[config.mk]
export PLATFORM = sky130hd
export DESIGN_NAME = ppal_sqrt_stage
export DESIGN_NICKNAME = d
export VERILOG_FILES = /design/src/design/ppal_pkg.sv /design/src/design/ppal_sqrt_stage.sv
export SDC_FILE = /design/constraint.sdc
export NUM_CORES = 1
export LEC_CHECK = 0
export ABC_AREA = 1
export BUFFER_PORTS_ARGS = -buffer_cell sky130_fd_sc_hd__buf_2
export CORE_MARGIN = 3
export CORE_UTILIZATION = 45
export DETAILED_ROUTE_END_ITERATION = 8
export PLACE_DENSITY = 0.66
export SYNTH_ARGS = -nofsm -noshare
export SYNTH_HDL_FRONTEND = slang
export SYNTH_SLANG_ARGS = --single-unit
[constraint.sdc]
create_clock -name vclk -period 14.55
set_input_delay 2.91 -clock vclk [all_inputs]
set_output_delay 2.91 -clock vclk [all_outputs]
set_load 0.005 [all_outputs]
[src/design/ppal_pkg.sv]
// Package for the position PD controller with acceleration norm limit.
// Holds widths, register indexes, the acceleration limit and shared types; no dependencies.
package ppal_pkg;
	localparam int unsigned AddrW = 5;
	localparam logic [19:0] AccelLimit = 20'd589824;
	localparam int unsigned SqrtSteps = 32;

	typedef enum logic [2:0] {
		REG_TARGET_X = 3'd0,
		REG_TARGET_Y = 3'd1,
		REG_TARGET_Z = 3'd2,
		REG_GAIN_POS = 3'd3,
		REG_GAIN_VXY = 3'd4,
		REG_GAIN_VZ  = 3'd5,
		REG_MASS     = 3'd6,
		REG_GRAVITY  = 3'd7
	} reg_idx_t;

	typedef struct packed {
		logic signed [31:0] target_x;
		logic signed [31:0] target_y;
		logic signed [31:0] target_z;
		logic [23:0] gain_position;
		logic [23:0] gain_velocity_xy;
		logic [23:0] gain_velocity_z;
		logic [23:0] vehicle_mass;
		logic [23:0] gravity_accel;
	} cfg_t;

	function automatic logic signed [31:0] sat32(input logic signed [63:0] v);
		if (v > 64'sd2147483647) return 32'sh7fffffff;
		if (v < -64'sd2147483648) return 32'sh80000000;
		return v[31:0];
	endfunction

	// Round to nearest with ties toward plus infinity, then divide by 2^16.
	function automatic logic signed [63:0] round_q16(input logic signed [63:0] v);
		logic signed [63:0] t;
		t = v + 64'sd32768;
		return t >>> 16;
	endfunction
endpackage

[src/design/ppal_sqrt_stage.sv]
// One restoring square-root step per pipeline stage.
// Depends on ppal_pkg; used in a chain inside the top level.
module ppal_sqrt_stage (
	input  logic [63:0] rem_in,
	input  logic [31:0] root_in,
	input  logic [5:0] step,
	output logic [63:0] rem_out,
	output logic [31:0] root_out
);
	import ppal_pkg::*;
	logic [65:0] trial;
	logic [65:0] cur;
	always_comb begin
		cur = {2'b0, rem_in} >> {step, 1'b0};
		trial = {32'd0, root_in, 2'b01};
		if (cur[33:0] >= trial[33:0] && cur[65:34] == 32'd0 || cur[65:34] != 32'd0) begin
			rem_out = rem_in - (64'(trial[33:0]) << {step, 1'b0});
			root_out = {root_in[30:0], 1'b1};
		end else begin
			rem_out = rem_in;
			root_out = {root_in[30:0], 1'b0};
		end
	end
endmodule

# Word level (Yosys, flattened, before mapping)
# Index checks and enable logic that the tools add are counted.
[totals]
latchBits = 0
romBits = 0
mem_bits_rw = 0
out_inout_bits = 96
wordCells = 10
n_memories = 0
inputBits = 102
regBits = 0
[op_classes]
n_reduce_logical = 4
add_sub_neg = 1
div = 0
bitwise_logic = 0
order_cmp = 1
muxes = 2
n_shift = 2
mul = 0
n_eq_ne = 0
[op_table]
columns = ["cell", "count"]
rows = [
  ["right shift 64 x 7 -> 66 bit", 1],
  ["2-to-1 mux 64 bit", 1],
  ["left shift 34 x 7 -> 64 bit", 1],
  ["subtractor 64 bit", 1],
  ["greater-or-equal comparator 34 bit", 1],
  ["zero test 32 bit", 1],
  ["nonzero test 32 bit", 1],
  ["logical AND 1 bit", 1],
  ["logical OR 1 bit", 1],
  ["2-to-1 mux 1 bit", 1],
]

# Depth between registers and ports, before layout
# Gate-level depths: netlist (run 1).
[logic_depth]
ltp_word = 5
ltp_mapped = 28
ltp_nobuf = 25

# Worst setup path after synthesis (run 1)
# OpenSTA, ideal clock, no wires.
[synth_timing]
kind = "input port to output port"
from = "input port step[0]"
to = "output port rem_out[62]"
setup_slack_ps = 5774
cell_stages = 26
required_ps = 11640
path_buffers = 4
t_arrival_ps = 5866
cell_sequence = "buf_6 > buf_6 > buf_4 > buf_2 > o21ai_0 > mux2i_1 > o21ai_0 > inv_1 > nand2_1 > o21ai_0 > or2_2 > ha_1 > nand2_1 > nor2_1 > inv_1 > nor2_1 > inv_1 > nor3_1 > nand2_1 > o211ai_1 > nand2_1 > nand2_1 > nand2_1 > nand2_1 > nand2_1 > nand2_1"
[synth_via]
elab_chain_len = 5
word_cells_on_any_way = 9
[synth_rtl]
columns = ["item", "line", "rtl"]
rows = [
  ["start: declaration", "ppal_sqrt_stage.sv:6", "input logic [5:0] step,"],
  ["right shift 64 x 7 -> 66 bit", "ppal_sqrt_stage.sv:14", "cur = {2'b0, rem_in} >> {step, 1'b0};"],
  ["greater-or-equal comparator 34 bit / zero test 32 bit (equally long branches)", "ppal_sqrt_stage.sv:16", "if (cur[33:0] >= trial[33:0] && cur[65:34] == 32'd0 || cur[65:34] != 32'd0) begin"],
  ["logical AND 1 bit", "ppal_sqrt_stage.sv:16", ""],
  ["logical OR 1 bit", "ppal_sqrt_stage.sv:16", ""],
  ["2-to-1 mux 64 bit *", "ppal_sqrt_stage.sv:16", ""],
  ["end: declaration", "ppal_sqrt_stage.sv:7", "output logic [63:0] rem_out,"],
]
# Every way passes the cells marked *; elsewhere a longest branch is shown, timed or not.

# Final worst setup path (run 1)
[layout_timing]
from = "input port step[1]"
to = "output port rem_out[49]"
# Same word-level chain as after synthesis.

==> qor.yml, run 1 <==
status: "finished clean"
slowest_stage: "nand2_2"
slew_headroom_pct: 15.9
ys_seq_area_share_pct: 0
critPathRequiredTime_ps: 11640
io_pins: 198
layout_commonest_cell: "nand2_1"
drt_iter0_drc: 2329
via_per_inst: 6.04
met1_usage_pct: 55.7
die_width_um: 167
arrival_ps: 8830
grt.busiest_layer: "met2"
cp.buffers_inverters: 6
swShare_pct: 69.6
seq_cells: 0
vdd_ir_drop_max_uv: 32.2
syn2layout_area_growth_pct: 6.04
fin_setup_tns_ps: 0
die_h_um: 167
total_leakage_power_uw: 0.00633
num_vias: 16791
synth_nets: 2577
grt_pass1_vias: 15274
diodes: 0
internal-power_uw: 180
ant_nets: 0
rsz0062_at_grt: "no"
portBuffers: 198
yosysUniqueCellTypes: 39
grt_antenna_before_repair: 1
cp_cell_sequence: "buf_2 -> inv_2 -> buf_4 -> nor2_1 -> nand2_1 -> nand3_1 -> nand3_1 -> nand3_1 -> o211ai_1 -> inv_1 -> ha_1 -> a21oi_1 -> o21ai_0 -> nand2_1 -> a31oi_1 -> nor2_1 -> nand2_1 -> a21oi_4 -> buf_4 -> nand2_2 -> nand2_1 -> nand2_1 -> buf_2"
postSynthAreaPerCell_um2: 4.90
min_period_ps: 11740
grt_max_degree: 98
cpLargestDelayFamily: "simple AND/OR/NAND/NOR gates"
die_area_mm2: 0.0279
tightest_slew_ps: 1260
p_total_uw: 592
seq_power_share_pct: 0
min_from: "root_in[24]"
path_class: "in -> out"
max_cap_viol_count: 0
clockPowerShare_pct: 0
postCtsSetupBuffers: 0
wirelength_um: 61300
critPathMaxFanout: 65
cpPeakStageDelay_ps: 890
timing_hold_violations_final: 0
nets: 2649
critPathLaunchType: "input port"
yosys_warnings: 0
clock.fmax_mhz: 85.2
start_util_pct: 46.1
worst_path_most_repeated_cell: "nand2_1"
combPwrFrac_pct: 100.0
grt_pass1_wl_um: 90900
ctsResizeCount: 0
p_per_area_mw_per_mm2: 47.9
min_period_over_period_pct: 80.7
startpoint: "step[1]"
first_pass_iters: 8
worstHoldPathType: "in -> out"
p_switching_uw: 412
seq_area_um2: 0
wire_per_inst_um: 22.0
slew_violations: 0
core_area_mm2: 0.0253
nClkBuffers: 0
fin_hold_ws_ps: 6010
synth_area_mm2: 0.0117
setup-violations-final: 0
synthCells: 2380
num-fill-cells: 2992
track_usage_pct: 41.3
worstSetupEndpointType: "output port"
rows: 58
final_cell_mix: "nand2_1, nand3_1, inv_1, nor2_1, o21ai_0"
grt.met3_usage_pct: 6.72
drive_gt1_share_pct: 9.76
drc: 0
cts_hold_buf: 0
hpwl_um: 51100
met2_usage_pct: 63.7
overflow: 0
routabilityCongestion: 1.08
routing by layer:
layer,share of wire (%),vias up
met1,41,7507
met4,6.3,2
met2,42,1142
li1,-,7958
met3,11,182
met5,0.011,-
Yosys cell counts, drive strengths merged:
cell type / count / area (µm²)
a21o: 8 / 60.1
ha: 95 / 1190
nand3b: 7 / 52.6
nand2: 860 / 3230
o211ai: 21 / 158
xor2: 34 / 298
o21ai: 209 / 1050
a22oi: 3 / 22.5
a31oi: 29 / 181
o31ai: 1 / 7.51
o2bb2ai: 1 / 8.76
clkbuf: 35 / 131
nand3: 269 / 1350
buf: 108 / 699
inv: 226 / 848
a21oi: 128 / 641
nor2: 201 / 754
o221ai: 9 / 78.8
nor3: 21 / 105
clkinv: 3 / 11.3
o21bai: 14 / 105
nor4: 5 / 31.3
xnor2: 6 / 52.6
mux2i: 13 / 130
a21boi: 2 / 15.0
or2: 23 / 144
a31o: 1 / 8.76
a32o: 2 / 20.0
nand4: 16 / 100
o22ai: 18 / 113
and2: 7 / 43.8
o21a: 5 / 37.5
power by group through the flow:
stage | sequential (µW) | clock, µW | combinational, µW
5_1_grt | 0 | 0 | 640
4_1_cts | 0 | 0 | 570
3_5_place_dp | 0 | 0 | 566
3_3_place_gp | 0 | 0 | 566
2_1_floorplan | 0 | 0 | 365
6_report | 0 | 0 | 592
per-stage QoR:
step	util [%]	cells	setup WS, ps	instance area, µm²
after CTS	48.8	2780	3170	12400
after global placement	48.8	2780	3430	12400
final	48.8	2780	2810	12400
after detailed placement	48.8	2780	3180	12400
after global routing	48.8	2780	2500	12400
after floorplan	-	2380	5770	11700
cell families (layout without fill, tap and decap cells):
logic type | after synthesis | in the layout | share of synthesized area, %
AOI/OAI and AO/OA | 451 | 451 | 21.4
xor gates and xnor gates | 40 | 40 | 3.00
adders and majority gates | 95 | 95 | 10.2
buffers and inverters | 372 | 442 | 14.5
muxes | 13 | 13 | 1.12
and+or+nand+nor | 1409 | 1409 | 49.8
worst paths after layout:
check                 depth (start not counted)            to  slack (ps)
worst max-delay path                         23   rem_out[49]        2810
worst min-delay path                          2  root_out[25]        6010
layout make-up:
class	count	area, µm²	share of cell area (%)
Inverter	229	860	6.95
Multi-Input combinational cell	2008	9990	80.8
Timing Repair Buffer	213	1110	8.94
Tap cell	330	413	3.34
Note: power is estimated with default switching activity, not from simulation.
==> inputs of run 2 (changes only) <==
--- a/config.mk
+++ b/config.mk
@@ -10,7 +10,7 @@
 export CORE_MARGIN = 3
 export CORE_UTILIZATION = 45
 export DETAILED_ROUTE_END_ITERATION = 8
-export PLACE_DENSITY = 0.66
+export PLACE_DENSITY = 0.69
 export SYNTH_ARGS = -nofsm -noshare
 export SYNTH_HDL_FRONTEND = slang
 export SYNTH_SLANG_ARGS = --single-unit
==> constraint.sdc (replaced) <==
create_clock -name vclk -period 10.4
set_input_delay 2.08 -clock vclk [all_inputs]
set_output_delay 2.08 -clock vclk [all_outputs]
set_load 0.005 [all_outputs]
==> run 2 against run 1 <==
Combinational power increased by 40%. Sequential share of layout area unchanged. First-iteration DRC count grew 19%. Largest cell class unchanged. Design area is 0.12% higher. Flip-flop and latch count did not move.
==> qor.yml, run 2 (same netlist as run 1, synthesis figures left out) <==
portBuffers: 198  # unchanged
wirelength_um: 62400  # +1.9%
setup-violations-final: 0  # unchanged
instances_no_fill: 2782  # +0.072%
die_width_um: 167  # unchanged
ant_nets: 0  # unchanged
final_cell_mix: "nand2_1, nand3_1, inv_1, nor2_1, o21ai_0"
grt_antenna_before_repair: 0  # -1
start_util_pct: 46.1  # unchanged
max_cap_viol_count: 0  # unchanged
diodes: 0  # unchanged
arrival_ps: 7590  # -1240 ps
seq_cells: 0  # unchanged
slew_headroom_pct: 26.2  # +10 points
critPathRequiredTime_ps: 8320  # -3320 ps
num-fill-cells: 2865  # -4.2%
grt_pass1_wl_um: 91900  # +1.1%
via_per_inst: 6.16  # +2.1%
first_pass_iters: 6  # -2
timing_hold_violations_final: 0  # unchanged
design_area_mm2: 0.0124  # +0.12%
min_to: "root_out[25]"
wire_per_inst_um: 22.4  # +1.9%
layout_commonest_cell: "nand2_1"
p_per_area_mw_per_mm2: 66.9  # +40%
fin_setup_tns_ps: 0  # unchanged
path_class: "in -> out"
min_period_ps: 9670
total_leakage_power_uw: 0.00635  # +0.19%
min_period_over_period_pct: 93.0
placed_cells: 2782  # +0.072%
grt_max_degree: 82  # -16%
setup_slack_ps: 729  # -2080 ps
min_from: "root_in[24]"
slew_violations: 0  # unchanged
multiInputGateArea_mm2: 0.00999  # unchanged
hpwl_um: 52200  # +2.2%
postCtsSetupBuffers: 0  # unchanged
status: "finished clean"
ctsResizeCount: 0  # unchanged
tightest_slew_ps: 1110  # -155 ps
seq_area_um2: 0  # unchanged
place_area_mm2: 0.0124  # +0.12%
critPathMaxFanout: 20  # -69%
drt_iter0_drc: 2777  # +19%
die_area_mm2: 0.0279  # unchanged
syn2layout_area_growth_pct: 6.17
nets: 2651  # +0.076%
place_ws_ps: 983  # -2200 ps
num_vias: 17148  # +2.1%
rsz0062_at_grt: "no"
track_usage_pct: 42.1  # +0.75 points
worstSetupEndpointType: "output port"
cts_hold_buf: 0  # unchanged
drive_gt1_share_pct: 9.87  # +0.11 points
overflow: 0  # unchanged
utilization_pct: 48.9  # +0.059 points
io_pins: 198  # unchanged
core_area_mm2: 0.0253  # unchanged
vdd_ir_drop_max_uv: 39.2  # +22%
clock.fmax_mhz: 103
worstHoldPathType: "in -> out"
grt_pass1_vias: 14980  # -1.9%
routabilityCongestion: 1.11  # +2.6%
nClkBuffers: 0  # unchanged
die_h_um: 167  # unchanged
rows: 58  # unchanged
critPathLaunchType: "input port"
worstHoldPathCells: 2  # unchanged
drc: 0  # unchanged
[run 2: cell types whose count changed in the layout (fill, tap and decap cells not counted)]
cell,previous run,this run
buf_4,16,18
clkinv_1,4,3
inv_2,3,4
[run 2: final cells by class]
type                       instances  area share [%]
tap                              330            3.33
inverter                         229            6.94
multi-input combinational       2008            80.7
timing repair buffer             215            9.05
[run 2: power breakdown]
| group | switching (µW) | internal (µW) | leakage (µW) |
|---|---|---|---|
| logic | 576 | 252 | 0.00635 |
| clock network | 0 | 0 | 0 |
| registers | 0 | 0 | 0 |
[run 2: worst max-delay path by stage]
| stage | from | end | slack, ps | cells after the start |
|---|---|---|---|---|
| floorplan | step[0] | rem_out[62] | 3280 | 26 |
| finish | step[4] | rem_out[50] | 730 | 21 |
| global route | step[4] | rem_out[50] | 450 | 21 |
| global placement | step[4] | rem_out[50] | 1080 | 20 |
| detailed placement | step[4] | rem_out[50] | 980 | 21 |
| CTS | step[4] | rem_out[50] | 970 | 20 |
[run 2: metrics by stage]
step | hold WS, ps | total power, µW
floorplan | 4240 | 511
global placement | 4340 | 789
detailed placement | 4350 | 791
CTS | 4350 | 795
global route | 4360 | 895
finish | 4350 | 828
[run 2: per-layer routing]
metal	global-route usage [%]	up-vias	wire length (µm)
met5	0	-	0
met4	19.9	0	4070
met3	7.74	213	7830
met2	63.1	1311	25200
met1	58.1	7659	25300
li1	-	7965	-
[run 2: worst max-delay path, stage by stage]
cell and delay (ps):
buf_2 240, nor2_1 370, inv_1 340, nor2_1 880, clkinv_1 630, nor2_1 400
nand2_1 110, ha_1 360, a21oi_1 190, nand2_1 170, nand2_1 100, nand2_1 100
a21oi_1 480, o21ai_0 350, nand3_1 210, nand3_1 90, nand2_1 60, nand2_1 140
nand2_1 110, nand2_1 50, buf_2 120
