$ cat src/design/ppal_pkg.sv
// Package for the position PD controller with acceleration norm limit.
// Holds widths, register indexes, the acceleration limit and shared types; no dependencies.
package ppal_pkg;
	localparam int unsigned AddrW = 5;
	localparam logic [19:0] AccelLimit = 20'd589824;
	localparam int unsigned SqrtSteps = 32;

	typedef enum logic [2:0] {
		REG_TARGET_X = 3'd0,
		REG_TARGET_Y = 3'd1,
		REG_TARGET_Z = 3'd2,
		REG_GAIN_POS = 3'd3,
		REG_GAIN_VXY = 3'd4,
		REG_GAIN_VZ  = 3'd5,
		REG_MASS     = 3'd6,
		REG_GRAVITY  = 3'd7
	} reg_idx_t;

	typedef struct packed {
		logic signed [31:0] target_x;
		logic signed [31:0] target_y;
		logic signed [31:0] target_z;
		logic [23:0] gain_position;
		logic [23:0] gain_velocity_xy;
		logic [23:0] gain_velocity_z;
		logic [23:0] vehicle_mass;
		logic [23:0] gravity_accel;
	} cfg_t;

	function automatic logic signed [31:0] sat32(input logic signed [63:0] v);
		if (v > 64'sd2147483647) return 32'sh7fffffff;
		if (v < -64'sd2147483648) return 32'sh80000000;
		return v[31:0];
	endfunction

	// Round to nearest with ties toward plus infinity, then divide by 2^16.
	function automatic logic signed [63:0] round_q16(input logic signed [63:0] v);
		logic signed [63:0] t;
		t = v + 64'sd32768;
		return t >>> 16;
	endfunction
endpackage

$ cat src/design/ppal_cfg_regs.sv
// Configuration register file behind the APB-style port.
// Depends on ppal_pkg.
module ppal_cfg_regs (
	input  logic clk,
	input  logic arst_n,
	input  logic psel,
	input  logic penable,
	input  logic pwrite,
	input  logic [ppal_pkg::AddrW-1:0] paddr,
	input  logic [31:0] pwdata,
	output logic [31:0] prdata,
	output logic pready,
	output ppal_pkg::cfg_t cfg
);
	import ppal_pkg::*;
	cfg_t cfg_q;
	reg_idx_t idx;
	assign idx = reg_idx_t'(paddr[AddrW-1:2]);
	assign pready = 1'b1;
	assign cfg = cfg_q;

	always_ff @(posedge clk or negedge arst_n) begin
		if (!arst_n) begin
			cfg_q.target_x <= 32'sd0;
			cfg_q.target_y <= 32'sd0;
			cfg_q.target_z <= 32'sd327680;
			cfg_q.gain_position <= 24'd131072;
			cfg_q.gain_velocity_xy <= 24'd96338;
			cfg_q.gain_velocity_z <= 24'd292946;
			cfg_q.vehicle_mass <= 24'd268698;
			cfg_q.gravity_accel <= 24'd642908;
		end else if (psel && penable && pwrite) begin
			case (idx)
				REG_TARGET_X: cfg_q.target_x <= pwdata;
				REG_TARGET_Y: cfg_q.target_y <= pwdata;
				REG_TARGET_Z: cfg_q.target_z <= pwdata;
				REG_GAIN_POS: cfg_q.gain_position <= pwdata[23:0];
				REG_GAIN_VXY: cfg_q.gain_velocity_xy <= pwdata[23:0];
				REG_GAIN_VZ:  cfg_q.gain_velocity_z <= pwdata[23:0];
				REG_MASS:     cfg_q.vehicle_mass <= pwdata[23:0];
				REG_GRAVITY:  cfg_q.gravity_accel <= pwdata[23:0];
				default: ;
			endcase
		end
	end

	always_comb begin
		case (idx)
			REG_TARGET_X: prdata = cfg_q.target_x;
			REG_TARGET_Y: prdata = cfg_q.target_y;
			REG_TARGET_Z: prdata = cfg_q.target_z;
			REG_GAIN_POS: prdata = {8'd0, cfg_q.gain_position};
			REG_GAIN_VXY: prdata = {8'd0, cfg_q.gain_velocity_xy};
			REG_GAIN_VZ:  prdata = {8'd0, cfg_q.gain_velocity_z};
			REG_MASS:     prdata = {8'd0, cfg_q.vehicle_mass};
			REG_GRAVITY:  prdata = {8'd0, cfg_q.gravity_accel};
			default:      prdata = 32'd0;
		endcase
	end
endmodule

$ cat config.mk
export PLATFORM = sky130hd
export DESIGN_NAME = ppal_cfg_regs
export DESIGN_NICKNAME = d
export VERILOG_FILES = /design/src/design/ppal_pkg.sv /design/src/design/ppal_cfg_regs.sv
export SDC_FILE = /design/constraint.sdc
export NUM_CORES = 1
export LEC_CHECK = 0
export BUFFER_PORTS_ARGS = -buffer_cell sky130_fd_sc_hd__buf_2
export CAP_MARGIN = 25
export CORE_MARGIN = 4
export CORE_UTILIZATION = 56
export DETAILED_ROUTE_END_ITERATION = 12
export PLACE_DENSITY = 0.85
export SYNTH_ARGS = -nofsm -noshare
export SYNTH_HDL_FRONTEND = slang
export SYNTH_SLANG_ARGS = --single-unit
$ cat constraint.sdc
create_clock -name clk -period 4.6 [get_ports clk]
set_input_delay 0.92 -clock clk [delete_from_list [all_inputs] [get_ports clk]]
set_output_delay 0.92 -clock clk [all_outputs]
set_load 0.1 [all_outputs]
Word level (Yosys, flattened, before mapping). Cells that the tools add are included. W data, S select, Z words.

Equality and inequality tests: 7. Multiplexer cells: 1. Reductions and logical operators: 11.

Operators by type and width (count): $pmux W32 S8 (1); $reduce_and A2 Y1 (8); $eq A3 B3 Y1 const B (4); $eq A3 B2 Y1 const B (2); $eq A3 B1 Y1 const B (1); $logic_not A3 Y1 (1); $logic_and A1 B1 Y1 (2).

Flip-flop bits (word level): 216.

Depth between registers and ports, before layout. Gate-level depths: netlist of the first run.

Word-level depth: 3. Depth in mapped cells: 6. Mapped depth without buffers: 3.

Worst setup path after synthesis of the first run. Ideal clock, no wire load.

Path kind: input -> output. Start: input port paddr[2] (netlist bit). End: output port prdata[13]. Data arrival time: 3399 ps. Required time: 3680 ps. Path slack: 281 ps. Buffers on the path: 3. Cell stages on the path: 6. Path through: buf_2 > buf_4 > buf_2 > a21oi_1 > a211o_1 > a31oi_1.

Cells in the longest elaborated chain, start to end: 2. Elaborated cells between the ends (all ways): 9.

RTL lines: start: declaration (RTL line ppal_cfg_regs.sv:9) `input logic [ppal_pkg::AddrW-1:0] paddr,`; $eq A3 B3 Y1, or another cell as far along (RTL line ppal_cfg_regs.sv:48) `case (idx)`; $pmux W32 S8 * (RTL line ppal_cfg_regs.sv:48); end: declaration (RTL line ppal_cfg_regs.sv:11) `output logic [31:0] prdata,`.

Mark *: on every way between the ends. The rest lies on a longest branch, timed or not.

Worst setup path after layout of the first run.
Start: input port paddr[3] (netlist bit). End: output port prdata[5].

The elaborated chain is that of the path after synthesis.

==> reports/metrics.csv, run 1 <==
metric,value,unit
Hold Buf Count CTS,0,
WHS,427,ps
YS warnings,0,
outcome,completed,
"Slew Viols, Final",0,
critical setup path kind,input port to output port,
"Reg clk slew, reported paths",60,ps
"IR drop worst, VDD",0.000566,V
vias,7368,
buffers added on ports,287,
routed wire length,29500,um
fmax,277,MHz
DRT iter0 DRCs,288,
crit path max fanout,32,
max_cap viols,0,
Setup crit end kind,output port,
Final Skew,0,ps
I/O pin count,291,
core area,17400,um2
Worst EP arrival,2690,ps
CTS Root Cell,clkbuf_16,
max_slew headroom,31.9,%
DP Area,12100,um2
initial antenna violation count,1,
Chip Height,142,um
gr ovfl total,0,
vias per cell,6.00,
first-pass GRT wire length,45500,um
Post-Layout Cell Count,1229,
Die Footprint,20100,um2
Final ANT Viol Nets,0,
Final period util,78.6,%
largest net degree at the start of global routing,103,
cts repair resizes,0,
"commonest non-fill, non-tap cell in the layout",buf_2,
# rows,48,
Yosys cell types,32,
Die Wd,142,um
Slew @ Worst Pin,1020,ps
mapped cell area,10000,um2
Final min period,3610,ps
Skew-Pair Late Insertion Delay,490,ps
vias in the first global route,7704,
Tightest Hold Check Type,input port to async pin,
CTS tree,yes,
Fin. Hold Viols,0,
final setup violating endpoints,0,
Final WS setup,986,ps
crit start category,input port,
P&R area growth vs syn,27.1,%
# H-tree levels,1,
register area,5450,um2
# DRC,0,
area of the multi-input gates,4330,um2
DP HPWL,20000,um
# clock sinks,216,
"Data required, critical path",3680,ps
TritonCTS buffer count,23,
CTS Buffer Depth,3,
drt pass-1 iters,4,
GPL Wtd Cong,0.855,
number of flip-flops in the largest register,216,
nets,1029,
"Core Util, Final",73.2,%
final setup TNS,0,ps
Filler cells,1172,
DP Worst Slack,994,ps
total track usage,29.1,%
post-layout instance area,12800,um2
Synth Instances,708,
Post-CTS Setup Bufs,0,
Power Dens Cells,692,nW/um2
Initial Util,57.6,%
most frequent cells in the layout,"buf_2, mux2_2, dfrtp_1",
post-synth net total,750,
RSZ-0062 raised after global routing,no,
"Seq/Total Area, Yosys",54.4,%
layout cell share with drive strength beyond 1,60.5,%
WL/cell,24.0,um
Inst Count DP,1187,
leakage,6.34,nW
Yosys reg bits,216,
Mean Syn Cell Area,14.2,um2
Tot Pwr,8.83,mW
-- cell type report --
class                           instances  area share (%)
Inverter                                6           0.177
Clock inverter                          3           0.167
Multi-Input combinational cell        434            34.0
Sequential cell                       216            42.8
Clock buffer                           38            5.27
Antenna cell                            1          0.0196
Tap cell                              225            2.21
Timing Repair Buffer                  306            15.4
-- final timing paths --
| check | startpoint | endpoint | depth (start not counted) | slack (ps) |
|---|---|---|---|---|
| setup reg to reg | cfg[104]$_DFFE_PN0P_ | cfg[104]$_DFFE_PN0P_ | 1 | 3790 |
| hold / removal | arst_n | cfg[144]$_DFFE_PN0P_ | 1 | 430 |
| min in group clk | cfg[44]$_DFFE_PN0P_ | cfg[44]$_DFFE_PN0P_ | 1 | 530 |
| hold reg to reg | cfg[44]$_DFFE_PN0P_ | cfg[44]$_DFFE_PN0P_ | 1 | 530 |
| max in group asynchronous | arst_n | cfg[86]$_DFFE_PN1P_ | 2 | 3170 |
| setup / recovery | paddr[3] | prdata[5] | 6 | 990 |
-- metal layers --
layer	up-vias	wire [um]	GRT usage, %
met4	0	687	7.78
li1	3183	-	-
met3	53	2760	9.00
met2	328	14500	48.5
met5	-	0	0
met1	3804	11600	37.2
-- where the power goes --
part	switching, mW	internal (mW)	total [mW]
logic	3.65	0.830	4.48
registers	0.303	2.32	2.63
clock network	0.722	0.993	1.72
total	4.68	4.15	8.83
-- logic make-up after synthesis --
kind of cell / synth area share, %
buffers and inverters: 2.91
other: 0.0374
DFF: 54.4
and+or+nand+nor: 3.60
AOI/OAI and AO/OA: 5.96
muxes: 33.1
-- critical path: stages --
cell and delay (ps):
buf_4 400, buf_4 450, mux2i_1 130, a211oi_1 310
o22a_1 250, buf_12 190
-- synthesized netlist by cell type --
master	count	area [um2]
nand2_1	10	37.5
buf_6	3	33.8
a211oi_1	18	135
mux2i_1	78	781
mux2_2	185	2080
nand2b_1	4	25.0
buf_2	29	145
a221oi_1	5	43.8
dfrtp_1	177	4430
or3_1	2	12.5
nor3_2	1	10.0
nor2b_1	2	12.5
mux2_4	30	450
buf_4	4	30.0
buf_1	3	11.3
dfstp_2	39	1020
nor3b_1	19	143
a211o_1	1	8.76
o22a_1	23	201
nand4_1	1	6.26
a22oi_1	1	7.51
nand4b_4	1	23.8
a21oi_1	9	45.0
nor2_2	3	18.8
nor2_1	6	22.5
clkbuf_1	13	48.8
inv_1	6	22.5
mux2_1	1	11.3
a31oi_1	2	12.5
or2_2	8	50.1
conb_1	1	3.75
o22ai_1	23	144
(Power assumes the default switching activity.)
==> run 2: changes to the inputs <==
Settings changed: ABC_AREA from default to 1, CORE_UTILIZATION 56 to 52, PLACE_DENSITY 0.85 to 0.8.
Clock period 4.6 ns to 3.5 ns, I/O delays scaled along.
==> run 2 against run 1 <==
Final cell count is 37% higher. Combinational power is 37% higher. Sequential share of layout area is 1.4 points higher. Total power grew 37%. Count of clock-buffer cells in the layout unchanged. Clock power grew 42%. Non-clock buffer count up 10. Die area is 5.6% higher. Flip-flop and latch count unchanged. Via count rose by 30%. Critical path type unchanged. Critical endpoint is now prdata[8].
==> reports/metrics.csv, run 2 <==
metric,value,unit,change
outcome,completed,,unchanged
Slew @ Worst Pin,829,ps,was 1020 ps
drt pass-1 iters,6,,was 4
Skew-Pair Late Insertion Delay,500,ps,was 490 ps
final setup violating endpoints,0,,unchanged
initial antenna violation count,0,,was 1
WL/cell,19.4,um,was 24.0 um
crit start category,input port,,unchanged
first-pass GRT wire length,51500,um,was 45500 um
DP HPWL,22600,um,was 20000 um
critical setup path kind,input port to output port,,unchanged
Setup crit end kind,output port,,unchanged
post-synth net total,1232,,was 750
Synth Instances,1190,,was 708
GPL Wtd Cong,0.916,,was 0.855
YS warnings,0,,unchanged
Synth top area share,44.8,%,was 44.1%
Fin. Hold Viols,0,,unchanged
Die Wd,146,um,was 142 um
fmax,317,MHz,
vias,9600,,was 7368
"Slew Viols, Final",0,,unchanged
Hold Buf Count CTS,0,,unchanged
Post-synth top cells,"nand2_1, dfrtp_1, nor2_1, o21ai_1, nand4_1",,"was mux2_2, dfrtp_1, mux2i_1, dfstp_2, mux2_4"
vias in the first global route,9241,,was 7704
CTS Buffer Depth,3,,unchanged
vias per cell,5.68,,was 6.00
P&R area growth vs syn,24.9,%,was 27.1%
CP max stage delay,430,ps,was 450 ps
most frequent cells in the layout,"buf_2, nand2_1, dfrtp_1",,"was buf_2, mux2_2, dfrtp_1"
crit-path cells,"buf_4, inv_4, nand3_2, buf_4, nor2_1, nor2_1, nand3_1, buf_2",,"was buf_4, buf_4, mux2i_1, a211oi_1, o22a_1, buf_12"
max_slew headroom,44.7,%,was 31.9%
"IR drop worst, VDD",0.000731,V,was 0.000566 V
Final min period,3160,ps,
layout cell share with drive strength beyond 1,28.0,%,was 60.5%
cts repair resizes,0,,unchanged
RSZ-0062 raised after global routing,no,,unchanged
max_cap viols,0,,unchanged
total track usage,30.0,%,was 29.1%
DRT iter0 DRCs,740,,was 288
largest net degree at the start of global routing,98,,was 103
Post-synth EDFFs,0,,unchanged
Post-CTS Setup Bufs,0,,unchanged
number of flip-flops in the largest register,216,,unchanged
crit path max fanout,27,,was 32
"Seq/Total Area, Yosys",55.2,%,was 54.4%
core area,18700,um2,was 17400 um2
worst path bufs/invs,4,,was 3
Final ANT Viol Nets,0,,unchanged
Power Dens Cells,982,nW/um2,was 692 nW/um2
final setup TNS,0,ps,unchanged
cell family with most CP delay,buffers and inverters,,unchanged
Chip Height,146,um,was 142 um
largest area contributor in the netlist,dfrtp_1,,unchanged
routed wire length,32700,um,was 29500 um
mapped cell area,9880,um2,was 10000 um2
buffers added on ports,287,,unchanged
"Data required, critical path",2800,ps,was 3680 ps
Final period util,90.2,%,
Synth async-reset ratio,100,%,unchanged
ANT cells,0,,was 1
leakage,6.41,nW,was 6.34 nW
# DRC,0,,unchanged
Crit-path slowest cell,buf_2,,was buf_4
nets,1480,,was 1029
Mean Syn Cell Area,8.30,um2,was 14.2 um2
I/O pin count,291,,unchanged
# rows,50,,was 48
CTS tree,yes,,unchanged
"Core Util, Final",65.9,%,was 73.2%
Yosys cell types,22,,was 32
gr ovfl total,0,,unchanged
# H-tree levels,1,,unchanged
Final Skew,0,ps,unchanged
TritonCTS buffer count,24,,was 23
Tightest Hold Check Type,input port to async pin,,unchanged
Post-synth top flop,dfrtp_1,,unchanged
CTS Root Cell,clkbuf_16,,unchanged
# clock sinks,216,,unchanged
R2R setup slack,2680,ps,was 3790 ps
"Reg clk slew, reported paths",60,ps,about the same
Initial Util,52.8,%,was 57.6%
Yosys reg bits,216,,unchanged
Worst EP arrival,2460,ps,was 2690 ps
"commonest non-fill, non-tap cell in the layout",buf_2,,unchanged
largest cells by area after synthesis,"dfrtp_1, dfstp_2, nand2_1, nand4_1, o21ai_1",,"was dfrtp_1, mux2_2, dfstp_2, mux2i_1, mux2_4"
most numerous cell in the Yosys netlist,nand2_1,,was mux2_2
Die Footprint,21300,um2,was 20100 um2
[run 2: report_power, final]
part	total (mW)	switching, mW	internal (mW)
Combinational	6.15	5.38	0.765
Clock	2.45	0.995	1.45
Sequential	3.52	0.422	3.10
[run 2: area by class of cell]
| class | count | area [um2] |
|---|---|---|
| clock inverters | 5 | 27.5 |
| flip-flops and latches | 216 | 5450 |
| inverters | 61 | 231 |
| clock buffers | 38 | 744 |
| well taps | 234 | 293 |
| repair buffers | 316 | 1790 |
| fillers | 1573 | 6370 |
| multi-input cells | 819 | 3790 |
[run 2: worst paths after layout]
path / startpoint / end / cells after the start
setup / recovery: paddr[2] / prdata[8] / 8
hold / removal: arst_n / cfg[203]$_DFFE_PN0P_ / 1
setup reg to reg: cfg[28]$_DFFE_PN1P_ / cfg[28]$_DFFE_PN1P_ / 2
hold reg to reg: cfg[136]$_DFFE_PN1P_ / cfg[136]$_DFFE_PN1P_ / 2
max in group asynchronous: arst_n / cfg[15]$_DFFE_PN1P_ / 2
min in group clk: pwdata[7] / cfg[31]$_DFFE_PN1P_ / 3
[run 2: worst register-to-register path, cell delays in order (launching register included)]
cell	delay (ps)
dfstp_2	540
inv_1	50
o21ai_0	160
[run 2: layer usage]
metal  part of all wire [%]  global-route usage [%]  vias up  wire [um]
met2                     51                    52.6      452      16700
met5                      0                       0        -          0
met3                    8.2                    6.66       68       2670
met4                    3.1                    8.93        0       1010
li1                       -                       -     4500          -
met1                     38                    37.4     4580      12400
[run 2: kinds of logic (layout without fill, tap and decap cells)]
group	Yosys count	count (layout)	synth area share (%)
and+or+nand+nor	602	602	27.2
DFF	216	216	55.2
other	1	1	0.0380
AOI/OAI and AO/OA	216	216	10.9
buffers and inverters	155	420	6.59
[run 2: per-stage QoR]
stage	cells	worst slack [ps]	hold WS (ps)	cell area [um2]	total power [mW]
6_report	1689	342	264	12300	12.1
5_1_grt	1689	287	323	12300	12.5
4_1_cts	1689	348	303	12300	12.1
3_5_place_dp	1646	391	476	11600	9.70
3_3_place_gp	1646	403	466	11600	9.63
2_1_floorplan	1190	484	404	9880	8.63
